[src/clra_pkg.sv]
// ----------------------------------------------------------------------------
// clra_pkg
// shared types, constants and helpers of the cpu lend/reclaim allocator
// ----------------------------------------------------------------------------
package clra_pkg;

   localparam int MAX_PROCS = 16;
   localparam int PROC_W    = $clog2(MAX_PROCS);
   localparam int NPROC_W   = $clog2(MAX_PROCS + 1);
   localparam int CNT_W     = 9;
   localparam int NUMP_W    = 5;
   localparam int CSR_IDX_W = 2;

   localparam logic [CNT_W-1:0]  CNT_MAX          = '1;
   localparam logic [NUMP_W-1:0] NUM_PROCS_RESET  = NUMP_W'(4);
   localparam logic [CNT_W-1:0]  SHARE_RESET      = CNT_W'(4);

   // register indexes of the configuration port
   localparam logic [CSR_IDX_W-1:0] CSR_NUM_PROCS = CSR_IDX_W'(0);
   localparam logic [CSR_IDX_W-1:0] CSR_SHARE     = CSR_IDX_W'(1);

   typedef enum logic [1:0] {
      OP_START   = 2'd0,
      OP_LEND    = 2'd1,
      OP_ACQUIRE = 2'd2,
      OP_ASK     = 2'd3
   } op_type;

   typedef enum logic [1:0] {
      ST_OK      = 2'd0,
      ST_HOLDING = 2'd1,
      ST_SHORT   = 2'd2
   } status_type;

   // one datapath action per cycle
   typedef enum logic [3:0] {
      DP_NOP,
      DP_LOAD,
      DP_START_STEP,
      DP_LEND,
      DP_ASK,
      DP_ACQ_HEAD,
      DP_ACQ_STEP,
      DP_ACQ_FINAL,
      DP_DRAIN
   } dp_cmd_type;

   typedef struct packed {
      logic req_in_range;   // process of the offered word is below the process count
      logic start_last;     // start walk sits on the last process
      logic holding;        // requester already holds cpus
      logic walk_done;      // nothing missing any more or walk wrapped to requester
      logic drain_last;     // result being shown is the final one
   } dp_sts_type;

   function automatic logic [CNT_W-1:0] sat_add(input logic [CNT_W-1:0] a,
                                                input logic [CNT_W-1:0] b);
      logic [CNT_W:0] s;
      s = {1'b0, a} + {1'b0, b};
      return s[CNT_W] ? CNT_MAX : s[CNT_W-1:0];
   endfunction

endpackage

[src/cpu_lend_reclaim_allocator.sv]
// ----------------------------------------------------------------------------
// cpu_lend_reclaim_allocator
// per-process cpu count table with an idle pool, sending count updates
// ----------------------------------------------------------------------------
// One event word is taken at a time; req_tready is high only while the block
// is idle. Each event is worked through one table entry per cycle by a shared
// datapath, and its updates are collected in a sixteen-entry result buffer,
// because the status carried by every update of an event is known only at its
// end. The buffer is then drained, one word per cycle while rsp_tready is
// high, with tlast on the final update. Every event spends the cycle it is
// accepted in idle, where the datapath latches the process. Start then writes
// the share into each of the n table entries (n = process count clamped to
// 1..16) and sends n output words. Lend and ask each make a single table
// update and send one output word. Acquire takes a head step, a walk over at
// most the n-1 other processes and a closing step, plus one word per update
// (at most n); a requester that already holds cpus skips the walk and the
// closing step. The drain stalls while rsp_tready is low. An event other than
// start for a process at or above the process count is dropped in the
// accepting cycle with no output.
// Configuration writes are always taken (csr_ready is tied high) and belong
// in idle periods only.
// ----------------------------------------------------------------------------
module cpu_lend_reclaim_allocator
   import clra_pkg::*;
(
   input  logic                 clock,
   input  logic                 reset,
   // config write channel
   input  logic                 csr_valid,
   output logic                 csr_ready,
   input  logic [CSR_IDX_W-1:0] csr_index,
   input  logic [CNT_W-1:0]     csr_data,
   // event words
   input  logic                 req_tvalid,
   output logic                 req_tready,
   input  logic [7:0]           req_tdata,   // op[1:0], process[5:2], zero[7:6]
   // update words
   output logic                 rsp_tvalid,
   input  logic                 rsp_tready,
   output logic [15:0]          rsp_tdata,   // target[3:0], cpu_count[12:4], zero[15:13]
   output logic [1:0]           rsp_tuser,   // status[1:0]
   output logic                 rsp_tlast
);

   logic [NUMP_W-1:0]  num_procs_ff;
   logic [CNT_W-1:0]   share_ff;
   logic [NPROC_W-1:0] procs_used;

   op_type             req_op;
   logic [3:0]         req_process;
   dp_cmd_type         cmd;
   dp_sts_type         sts;
   logic [3:0]         rsp_target;
   logic [CNT_W-1:0]   rsp_cpu_count;
   status_type         rsp_status;

   // config registers
   assign csr_ready = 1'b1;

   always_ff @(posedge clock) begin
      if (reset) begin
         num_procs_ff <= NUM_PROCS_RESET;
         share_ff     <= SHARE_RESET;
      end else if (csr_valid) begin
         case (csr_index)
            CSR_NUM_PROCS: num_procs_ff <= csr_data[NUMP_W-1:0];
            CSR_SHARE:     share_ff     <= csr_data;
            default: begin
            end
         endcase
      end
   end

   // process count clamped to the table size, at least one
   always_comb begin
      if (num_procs_ff == '0) begin
         procs_used = NPROC_W'(1);
      end else if (32'(num_procs_ff) > MAX_PROCS) begin
         procs_used = NPROC_W'(MAX_PROCS);
      end else begin
         procs_used = NPROC_W'(num_procs_ff);
      end
   end

   assign req_op      = op_type'(req_tdata[1:0]);
   assign req_process = req_tdata[5:2];

   clra_ctrl u_ctrl (
      .clock      (clock),
      .reset      (reset),
      .req_tvalid (req_tvalid),
      .req_op     (req_op),
      .req_tready (req_tready),
      .rsp_tready (rsp_tready),
      .rsp_tvalid (rsp_tvalid),
      .sts        (sts),
      .cmd        (cmd)
   );

   clra_dpath u_dpath (
      .clock         (clock),
      .reset         (reset),
      .cmd           (cmd),
      .req_op        (req_op),
      .req_process   (req_process),
      .procs_used    (procs_used),
      .share         (share_ff),
      .sts           (sts),
      .rsp_target    (rsp_target),
      .rsp_cpu_count (rsp_cpu_count),
      .rsp_status    (rsp_status),
      .rsp_last      (rsp_tlast)
   );

   assign rsp_tdata = {3'b000, rsp_cpu_count, rsp_target};
   assign rsp_tuser = rsp_status;

endmodule

[src/clra_ctrl.sv]
// ----------------------------------------------------------------------------
// clra_ctrl
// event sequencer: picks one datapath action per cycle
// ----------------------------------------------------------------------------
module clra_ctrl
   import clra_pkg::*;
(
   input  logic       clock,
   input  logic       reset,
   input  logic       req_tvalid,
   input  op_type     req_op,
   output logic       req_tready,
   input  logic       rsp_tready,
   output logic       rsp_tvalid,
   input  dp_sts_type sts,
   output dp_cmd_type cmd
);

   typedef enum logic [2:0] {
      S_IDLE,
      S_START,
      S_LEND,
      S_ASK,
      S_ACQ_HEAD,
      S_ACQ_WALK,
      S_DRAIN
   } state_type;

   state_type state_ff, state_in;

   always_comb begin
      state_in = state_ff;
      cmd      = DP_NOP;
      case (state_ff)
         S_IDLE: begin
            if (req_tvalid) begin
               if (req_op == OP_START) begin
                  cmd      = DP_LOAD;
                  state_in = S_START;
               end else if (sts.req_in_range) begin
                  cmd = DP_LOAD;
                  case (req_op)
                     OP_LEND:    state_in = S_LEND;
                     OP_ASK:     state_in = S_ASK;
                     OP_ACQUIRE: state_in = S_ACQ_HEAD;
                     default:    state_in = S_IDLE;
                  endcase
               end
            end
         end
         S_START: begin
            cmd = DP_START_STEP;
            if (sts.start_last) state_in = S_DRAIN;
         end
         S_LEND: begin
            cmd      = DP_LEND;
            state_in = S_DRAIN;
         end
         S_ASK: begin
            cmd      = DP_ASK;
            state_in = S_DRAIN;
         end
         S_ACQ_HEAD: begin
            cmd      = DP_ACQ_HEAD;
            state_in = sts.holding ? S_DRAIN : S_ACQ_WALK;
         end
         S_ACQ_WALK: begin
            if (sts.walk_done) begin
               cmd      = DP_ACQ_FINAL;
               state_in = S_DRAIN;
            end else begin
               cmd = DP_ACQ_STEP;
            end
         end
         S_DRAIN: begin
            if (rsp_tready) begin
               cmd = DP_DRAIN;
               if (sts.drain_last) state_in = S_IDLE;
            end
         end
         default: state_in = S_IDLE;
      endcase
   end

   always_ff @(posedge clock) begin
      if (reset) begin
         state_ff <= S_IDLE;
      end else begin
         state_ff <= state_in;
      end
   end

   assign req_tready = (state_ff == S_IDLE);
   assign rsp_tvalid = (state_ff == S_DRAIN);

endmodule

[src/clra_dpath.sv]
// ----------------------------------------------------------------------------
// clra_dpath
// cpu table, idle pool, walk index and result buffer
// ----------------------------------------------------------------------------
module clra_dpath
   import clra_pkg::*;
(
   input  logic               clock,
   input  logic               reset,
   input  dp_cmd_type         cmd,
   input  op_type             req_op,
   input  logic [3:0]         req_process,
   input  logic [NPROC_W-1:0] procs_used,
   input  logic [CNT_W-1:0]   share,
   output dp_sts_type         sts,
   output logic [3:0]         rsp_target,
   output logic [CNT_W-1:0]   rsp_cpu_count,
   output status_type         rsp_status,
   output logic               rsp_last
);

   logic [CNT_W-1:0]   table_ff [MAX_PROCS];
   logic [CNT_W-1:0]   pool_ff, pool_in;
   logic [PROC_W-1:0]  proc_ff, proc_in;
   logic [PROC_W-1:0]  idx_ff, idx_in;
   logic [CNT_W-1:0]   missing_ff, missing_in;
   status_type         status_ff, status_in;
   logic [NPROC_W-1:0] wr_cnt_ff, wr_cnt_in;
   logic [PROC_W-1:0]  rd_ptr_ff, rd_ptr_in;

   // result buffer, drained once the event's status is known
   logic [PROC_W-1:0]  buf_tgt_ff [MAX_PROCS];
   logic [CNT_W-1:0]   buf_cnt_ff [MAX_PROCS];

   logic               tbl_we;
   logic [PROC_W-1:0]  tbl_addr;
   logic [CNT_W-1:0]   tbl_wdata;
   logic               push;
   logic [PROC_W-1:0]  push_tgt;
   logic [CNT_W-1:0]   push_cnt;

   logic [CNT_W-1:0]   tbl_rd;
   logic [CNT_W-1:0]   excess;
   logic [PROC_W-1:0]  idx_next;
   logic [PROC_W-1:0]  proc_req;

   function automatic logic [PROC_W-1:0] wrap_inc(input logic [PROC_W-1:0] i,
                                                  input logic [NPROC_W-1:0] n);
      logic [NPROC_W-1:0] s;
      s = NPROC_W'(i) + NPROC_W'(1);
      return (s >= n) ? '0 : s[PROC_W-1:0];
   endfunction

   assign proc_req = PROC_W'(req_process);
   assign tbl_rd   = table_ff[idx_ff];
   assign excess   = tbl_rd - share;
   assign idx_next = wrap_inc(idx_ff, procs_used);

   assign sts.req_in_range = ({1'b0, req_process} < 5'(procs_used));
   assign sts.start_last   = (NPROC_W'(idx_ff) + NPROC_W'(1) == procs_used);
   assign sts.holding      = (tbl_rd != '0);
   assign sts.walk_done    = (missing_ff == '0) || (idx_ff == proc_ff);
   assign sts.drain_last   = (NPROC_W'(rd_ptr_ff) + NPROC_W'(1) == wr_cnt_ff);

   assign rsp_target    = 4'(buf_tgt_ff[rd_ptr_ff]);
   assign rsp_cpu_count = buf_cnt_ff[rd_ptr_ff];
   assign rsp_status    = status_ff;
   assign rsp_last      = sts.drain_last;

   always_comb begin
      pool_in    = pool_ff;
      proc_in    = proc_ff;
      idx_in     = idx_ff;
      missing_in = missing_ff;
      status_in  = status_ff;
      wr_cnt_in  = wr_cnt_ff;
      rd_ptr_in  = rd_ptr_ff;
      tbl_we     = 1'b0;
      tbl_addr   = idx_ff;
      tbl_wdata  = '0;
      push       = 1'b0;
      push_tgt   = idx_ff;
      push_cnt   = '0;
      case (cmd)
         DP_LOAD: begin
            proc_in   = proc_req;
            idx_in    = (req_op == OP_START) ? '0 : proc_req;
            wr_cnt_in = '0;
            rd_ptr_in = '0;
            status_in = ST_OK;
         end
         DP_START_STEP: begin
            tbl_we    = 1'b1;
            tbl_wdata = share;
            push      = 1'b1;
            push_cnt  = share;
            pool_in   = '0;
            idx_in    = idx_next;
         end
         DP_LEND: begin
            push     = 1'b1;
            push_cnt = '0;
            pool_in  = sat_add(pool_ff, tbl_rd);
            tbl_we   = 1'b1;
         end
         DP_ASK: begin
            tbl_we    = 1'b1;
            tbl_wdata = sat_add(tbl_rd, pool_ff);
            pool_in   = '0;
            push      = 1'b1;
            push_cnt  = tbl_wdata;
         end
         DP_ACQ_HEAD: begin
            push     = 1'b1;
            push_cnt = share;
            if (tbl_rd != '0) begin
               status_in = ST_HOLDING;
            end else if (pool_ff >= share) begin
               pool_in    = pool_ff - share;
               missing_in = '0;
               idx_in     = idx_next;
            end else begin
               missing_in = share - pool_ff;
               pool_in    = '0;
               idx_in     = idx_next;
            end
         end
         DP_ACQ_STEP: begin
            if (tbl_rd > share) begin
               tbl_we = 1'b1;
               if (missing_ff > excess) begin
                  missing_in = missing_ff - excess;
                  tbl_wdata  = share;
               end else begin
                  missing_in = '0;
                  tbl_wdata  = tbl_rd - missing_ff;
               end
               push     = 1'b1;
               push_cnt = tbl_wdata;
            end
            idx_in = idx_next;
         end
         DP_ACQ_FINAL: begin
            tbl_we    = 1'b1;
            tbl_addr  = proc_ff;
            tbl_wdata = share;
            status_in = (missing_ff != '0) ? ST_SHORT : ST_OK;
         end
         DP_DRAIN: begin
            rd_ptr_in = rd_ptr_ff + PROC_W'(1);
         end
         default: begin
         end
      endcase
      if (push) wr_cnt_in = wr_cnt_ff + NPROC_W'(1);
   end

   always_ff @(posedge clock) begin
      if (reset) begin
         pool_ff   <= '0;
         status_ff <= ST_OK;
         wr_cnt_ff <= '0;
         rd_ptr_ff <= '0;
         for (int k = 0; k < MAX_PROCS; k++) begin
            table_ff[k] <= '0;
         end
      end else begin
         pool_ff   <= pool_in;
         status_ff <= status_in;
         wr_cnt_ff <= wr_cnt_in;
         rd_ptr_ff <= rd_ptr_in;
         if (tbl_we) table_ff[tbl_addr] <= tbl_wdata;
      end
   end

   always_ff @(posedge clock) begin
      proc_ff    <= proc_in;
      idx_ff     <= idx_in;
      missing_ff <= missing_in;
      if (push) begin
         buf_tgt_ff[wr_cnt_ff[PROC_W-1:0]] <= push_tgt;
         buf_cnt_ff[wr_cnt_ff[PROC_W-1:0]] <= push_cnt;
      end
   end

endmodule
[config.mk]
export PLATFORM = sky130hd
export DESIGN_NAME = cpu_lend_reclaim_allocator
export DESIGN_NICKNAME = d
export VERILOG_FILES = /design/src/clra_pkg.sv /design/src/cpu_lend_reclaim_allocator.sv /design/src/clra_ctrl.sv /design/src/clra_dpath.sv
export SDC_FILE = /design/constraint.sdc
export NUM_CORES = 1
export LEC_CHECK = 0
export BUFFER_PORTS_ARGS = -buffer_cell sky130_fd_sc_hd__buf_2
export CORE_UTILIZATION = 60
export DETAILED_ROUTE_END_ITERATION = 8
export PLACE_DENSITY = 0.77
export SYNTH_ARGS = -nofsm -noshare
export SYNTH_HDL_FRONTEND = slang
export SYNTH_HIERARCHICAL = 1
export SYNTH_SLANG_ARGS = --single-unit
[constraint.sdc]
create_clock -name clock -period 11.36 [get_ports clock]
set_input_delay 0.568 -clock clock [delete_from_list [all_inputs] [get_ports clock]]
set_output_delay 0.568 -clock clock [all_outputs]
set_load 0.01 [all_outputs]
### Yosys cells after proc, flatten, opt, wreduce, memory -nomap -nowiden

Memory sizes are Yosys's and may differ from the RTL's. A register that Yosys moved wholly into a read port is not among the register bits.
Index checks and enable logic that the tools add are counted.
Widths: inputs -> output; s select.

| storage, ports and cells | value |
|---|---|
| bits of input ports | 24 |
| RAM bits | 352 |
| bits in registers | 54 |
| output and inout port bits | 22 |
| memories kept | 3 |

| operators by class | value |
|---|---|
| equality and inequality tests | 30 |
| muxes and demuxes | 60 |
| reductions and logical operators | 29 |
| $add $sub $neg | 10 |
| order comparisons | 6 |

Memory list:

| name | words | width | read ports | clocked after memory_dff | write ports | line | RTL |
|---|---|---|---|---|---|---|---|
| u_dpath.buf_cnt_ff | 16 | 9 | 1 | 1 | 1 | clra_dpath.sv:33 | `logic [CNT_W-1:0] buf_cnt_ff [MAX_PROCS];` |
| u_dpath.table_ff | 16 | 9 | 1 | 1 | 16 | clra_dpath.sv:22 | `logic [CNT_W-1:0] table_ff [MAX_PROCS];` |
| u_dpath.buf_tgt_ff | 16 | 4 | 1 | 1 | 1 | clra_dpath.sv:32 | `logic [PROC_W-1:0] buf_tgt_ff [MAX_PROCS];` |

Operator list:

| operator | count |
|---|---|
| $mux 9 | 10 |
| $pmux 9 s3 | 3 |
| $mux 4 | 13 |
| $sub 9x9->9 | 5 |
| $pmux 4 s7 | 1 |
| $mux 3 | 7 |
| $mux 5 | 4 |
| $gt 9x9->1 | 2 |
| $pmux 3 s6 | 1 |
| $pmux 9 s2 | 1 |
| $reduce_bool 9->1 | 2 |
| $eq 4x3->1 const B | 4 |
| $pmux 4 s3 | 1 |
| $mux 1 | 11 |
| $add 4x1->5 const B | 2 |
| $add 9x9->10 | 1 |
| $eq 5x5->1 | 2 |
| $ne 2x2->1 const B | 5 |
| $reduce_and 2->1 | 5 |
| $reduce_or 2->1 | 5 |
| $eq 3x3->1 const B | 3 |
| $ge 9x9->1 | 1 |
| $logic_not 9->1 | 1 |
| $pmux 3 s3 | 1 |
| other kinds (29) | 44 |

### Logic depth before layout (Yosys ltp)

| logic depth | value |
|---|---|
| depth after elaboration | 16 |
| gate-level depth with buffers | 23 |

### Cells and area by module

Netlist, hierarchy kept.

Modules (own cells, without submodules):

| module | area each (sq um) | seq. area each (sq um) | times used | cells each |
|---|---|---|---|---|
| clra_dpath | 19,203.4 | 11,641.2 | 1 | 1,332 |
| cpu_lend_reclaim_allocator | 690.7 | 280.3 | 1 | 70 |
| clra_ctrl | 366.6 | 60.1 | 1 | 46 |

### Worst setup path after synthesis

Ideal clock, no wire load.

| timing | value |
|---|---|
| kind | flip-flop to flip-flop |
| from | register with a tool-made name |
| to | memory u_dpath.table_ff[8][1], data pin |
| data arrival time | 4.702 ns |
| setup slack | 6.396 ns |
| cell stages (with the launch flop) | 22 |
| required time | 11.097 ns |
| setup time | 0.263 ns |
| cells stage by stage | dfxtp_1 buf_6 buf_4 mux4_2 a22oi_1 nand2_1 ha_1 nor2b_1 o21ai_1 a21oi_1 o31ai_1 nand2b_1 xnor2_1 ha_1 a21oi_1 o21ai_0 nand2b_1 o21ai_0 o22ai_2 a222oi_1 buf_2 nor2_1 |

RTL lines:

| item | line |
|---|---|
| end: declaration | clra_dpath.sv:22 |

==> metrics.txt <==
RePlAce Congestion=between 0.8 and 0.9; Root Buffer=clkbuf_16; sequential cell area fraction in the yosys report=0.591; Power Total=5.83 mW; PortBufs=39; GRT Resource Usage Total=0.286; Rel. slew slack=0.156; maximum clock frequency=0.148 GHz; hold_buf cts=0; drt initial violations=roughly 1.1k; via count=12.5k; critical path launch point type=flop; layout cells sized above 1=0.171; most common cell after layout, fill and taps aside=edfxtp_1; CORE AREA=0.0329 mm²; crit end category=flop; Area Overhead vs Synth=9.68%; Initial DRT Pass Iterations=5; Initial Util=0.616; post-route ant nets=0; arrival time worst endpoint=6.99 ns; CTS resizes=0; leading register cell type out of synthesis=edfxtp_1; CTS tree=built; htree depth=2; CTS clk-pin slew, worst paths=0.06 ns; Nets=1593; Final Hold Viols=0; die width=186 µm; Setup Viol. Count Final=0; Congestion Overflow GR=0; RSZ-0062 raised after global routing=no; status=completed; first-pass GRT wire length=72200 µm; CP max FO=35; antenna violations before repair=0; type of the worst min-delay path=primary input to flop; final wirelength=47100 µm; clk_lat worst skew=about 0.55 ns; Rows=66; Setup TNS Final=0 ns; Yosys reg bits=414; Sink Count=just over 400; met1 WL=18200 µm; # Post-CTS Setup Buffers=0; DRC viols=0; reg2reg setup slack=4.61 ns; async set-or-reset flop fraction in the synthesized netlist=0; pin count of the biggest net entering global routing=between 60 and 70; Critical Path RT=roughly 12 ns; CTS max path bufs=3; Ant. Diodes=0; commonest cells after routing, fill and taps aside=369 x edfxtp_1, 214 x nor2_1, 90 x mux4_2, 71 x ha_1, 64 x nand2_1; hold slack final=roughly 0.27 ns; minimum clock period=6.75 ns; Post-Syn Instances=roughly 1.4k; YS warnings=6; met2 WL=roughly 24000 µm; post-route clock skew=0.0319 ns; Via-to-Cell Ratio=between 6 and 7; WS Path Type=flop to flop; P per Cell Area=262 mW/mm²; vias in the first global route=12.6k; TritonCTS Buffers=42; Post-synth EDFFs=about 370; max-slew violation count=0; Synth cell types=83; Die H=186 µm; DP Wirelength=30400 µm; I/O pins=46; Synth Cell Area=0.0203 mm²; worst vdd rail ir drop=0.232 mV; DR top layer=met4; Slew @ Worst Pin=1.26 ns; synthesized area per cell=14.0 µm²; max-cap viol count=0; drt wl/cell=24.0 µm; DR WL met3=3210 µm; period utilization=0.594; die area=0.0345 mm²; Lkg Pwr=7.75 nW
## routing by layer
metal,global-route usage,vias up
met2,0.494,575
met3,0.0427,118
met4,0.114,0
li1,-,5585
met1,0.361,6194
met5,0,-
## kinds of logic (layout without fill, tap and decap cells)
kind of cell | count (synthesis) | after routing | synth area share
and+or+nand+nor | 446 | 446 | 0.106
DFF | 414 | 414 | 0.591
AOI/OAI and AO/OA | 199 | 199 | 0.0703
buffers and inverters | 132 | 202 | 0.0317
muxes | 127 | 127 | 0.128
adders and majority gates | 77 | 77 | 0.0498
xor gates and xnor gates | 51 | 51 | 0.0220
other | 2 | 4 | 0.000371
## power breakdown
group          switching, mW  internal (mW)
logic                   1.48          0.968
clock network          0.559          0.790
registers              0.128           1.90
total                   2.17           3.65
## stage by stage
stage          utilization  setup slack [ns]  instances  instance area, µm²
4_1_cts              0.676              4.77       1962               22200
3_3_place_gp         0.635              4.82       1890               20900
3_5_place_dp         0.635              4.84       1890               20900
6_report             0.676              4.61       1962               22200
2_1_floorplan            -              6.40       1450               20300
5_1_grt              0.676              4.24       1962               22200
## worst paths after layout
path | start | to | depth (start not counted)
worst min-delay path | req_tdata[3] | u_dpath/proc_ff[1] | 1
worst max-delay path | flop | u_dpath/table_ff[9][4] | 19
worst min register to register | num_procs_ff[1] | num_procs_ff[1] | 2
worst max register to register | flop | u_dpath/table_ff[9][4] | 19
## worst max-delay path, stage by stage (launching register included)
cell and delay (ns):
dfxtp_2 0.31, buf_4 0.53, mux4_2 0.58, a22oi_1 0.34, nand2_1 0.39, ha_1 0.42, nor2b_1 0.13, o21ai_1 0.16
a21oi_1 0.12, o31ai_1 0.33, nand2b_1 0.11, xnor2_1 0.14, ha_1 0.33, a21oi_1 0.13, o21ai_0 0.11, nand2b_1 0.17
o21ai_0 0.58, o22ai_2 0.32, a21boi_1 1.05, nor2_1 0.14
## synthesized netlist by cell type, types with 8 or more instances
master | instances | area, µm²
nor3_1 | 17 | 85.1
o22ai_1 | 14 | 87.6
nand3b_1 | 14 | 105
xnor2_1 | 30 | 263
o221a_2 | 8 | 90.1
a22oi_1 | 15 | 113
xor2_1 | 21 | 184
mux4_2 | 90 | 2030
clkbuf_1 | 34 | 128
buf_1 | 8 | 30.0
inv_1 | 61 | 229
buf_6 | 10 | 113
nor2_1 | 214 | 803
nand4_1 | 9 | 56.3
mux4_1 | 12 | 315
or3_1 | 8 | 50.1
o21ai_0 | 28 | 140
dfxtp_1 | 45 | 901
nand2b_1 | 58 | 363
buf_4 | 8 | 60.1
nor2b_1 | 14 | 87.6
ha_1 | 71 | 888
a21oi_1 | 48 | 240
a21o_1 | 20 | 150
buf_2 | 8 | 40.0
mux2i_1 | 20 | 200
nand3_1 | 13 | 65.1
edfxtp_1 | 369 | 11100
nand2_1 | 64 | 240
## final cells by class
class                           count  area (µm²)
Fill cell                        2312       10600
Tap cell                          442         553
Clock inverter                     12         128
Inverter                           61         229
Multi-Input combinational cell    904        7690
Sequential cell                   414       12000
Clock buffer                       60        1210
Timing Repair Buffer               69         420
## sequential cells by signal, indices dropped and copies added (netlist names), named ones only
register	flops
u_dpath/buf_cnt_ff	144
u_dpath/table_ff	144
u_dpath/buf_tgt_ff	64
share_ff	9
u_dpath/missing_ff	9
u_dpath/pool_ff	9
num_procs_ff	5
u_dpath/wr_cnt_ff	5
u_dpath/idx_ff	4
u_dpath/proc_ff	4
u_dpath/rd_ptr_ff	4
u_ctrl/state_ff	3
u_dpath/rsp_status	2
No activity file was read; power rests on OpenSTA's default activity.
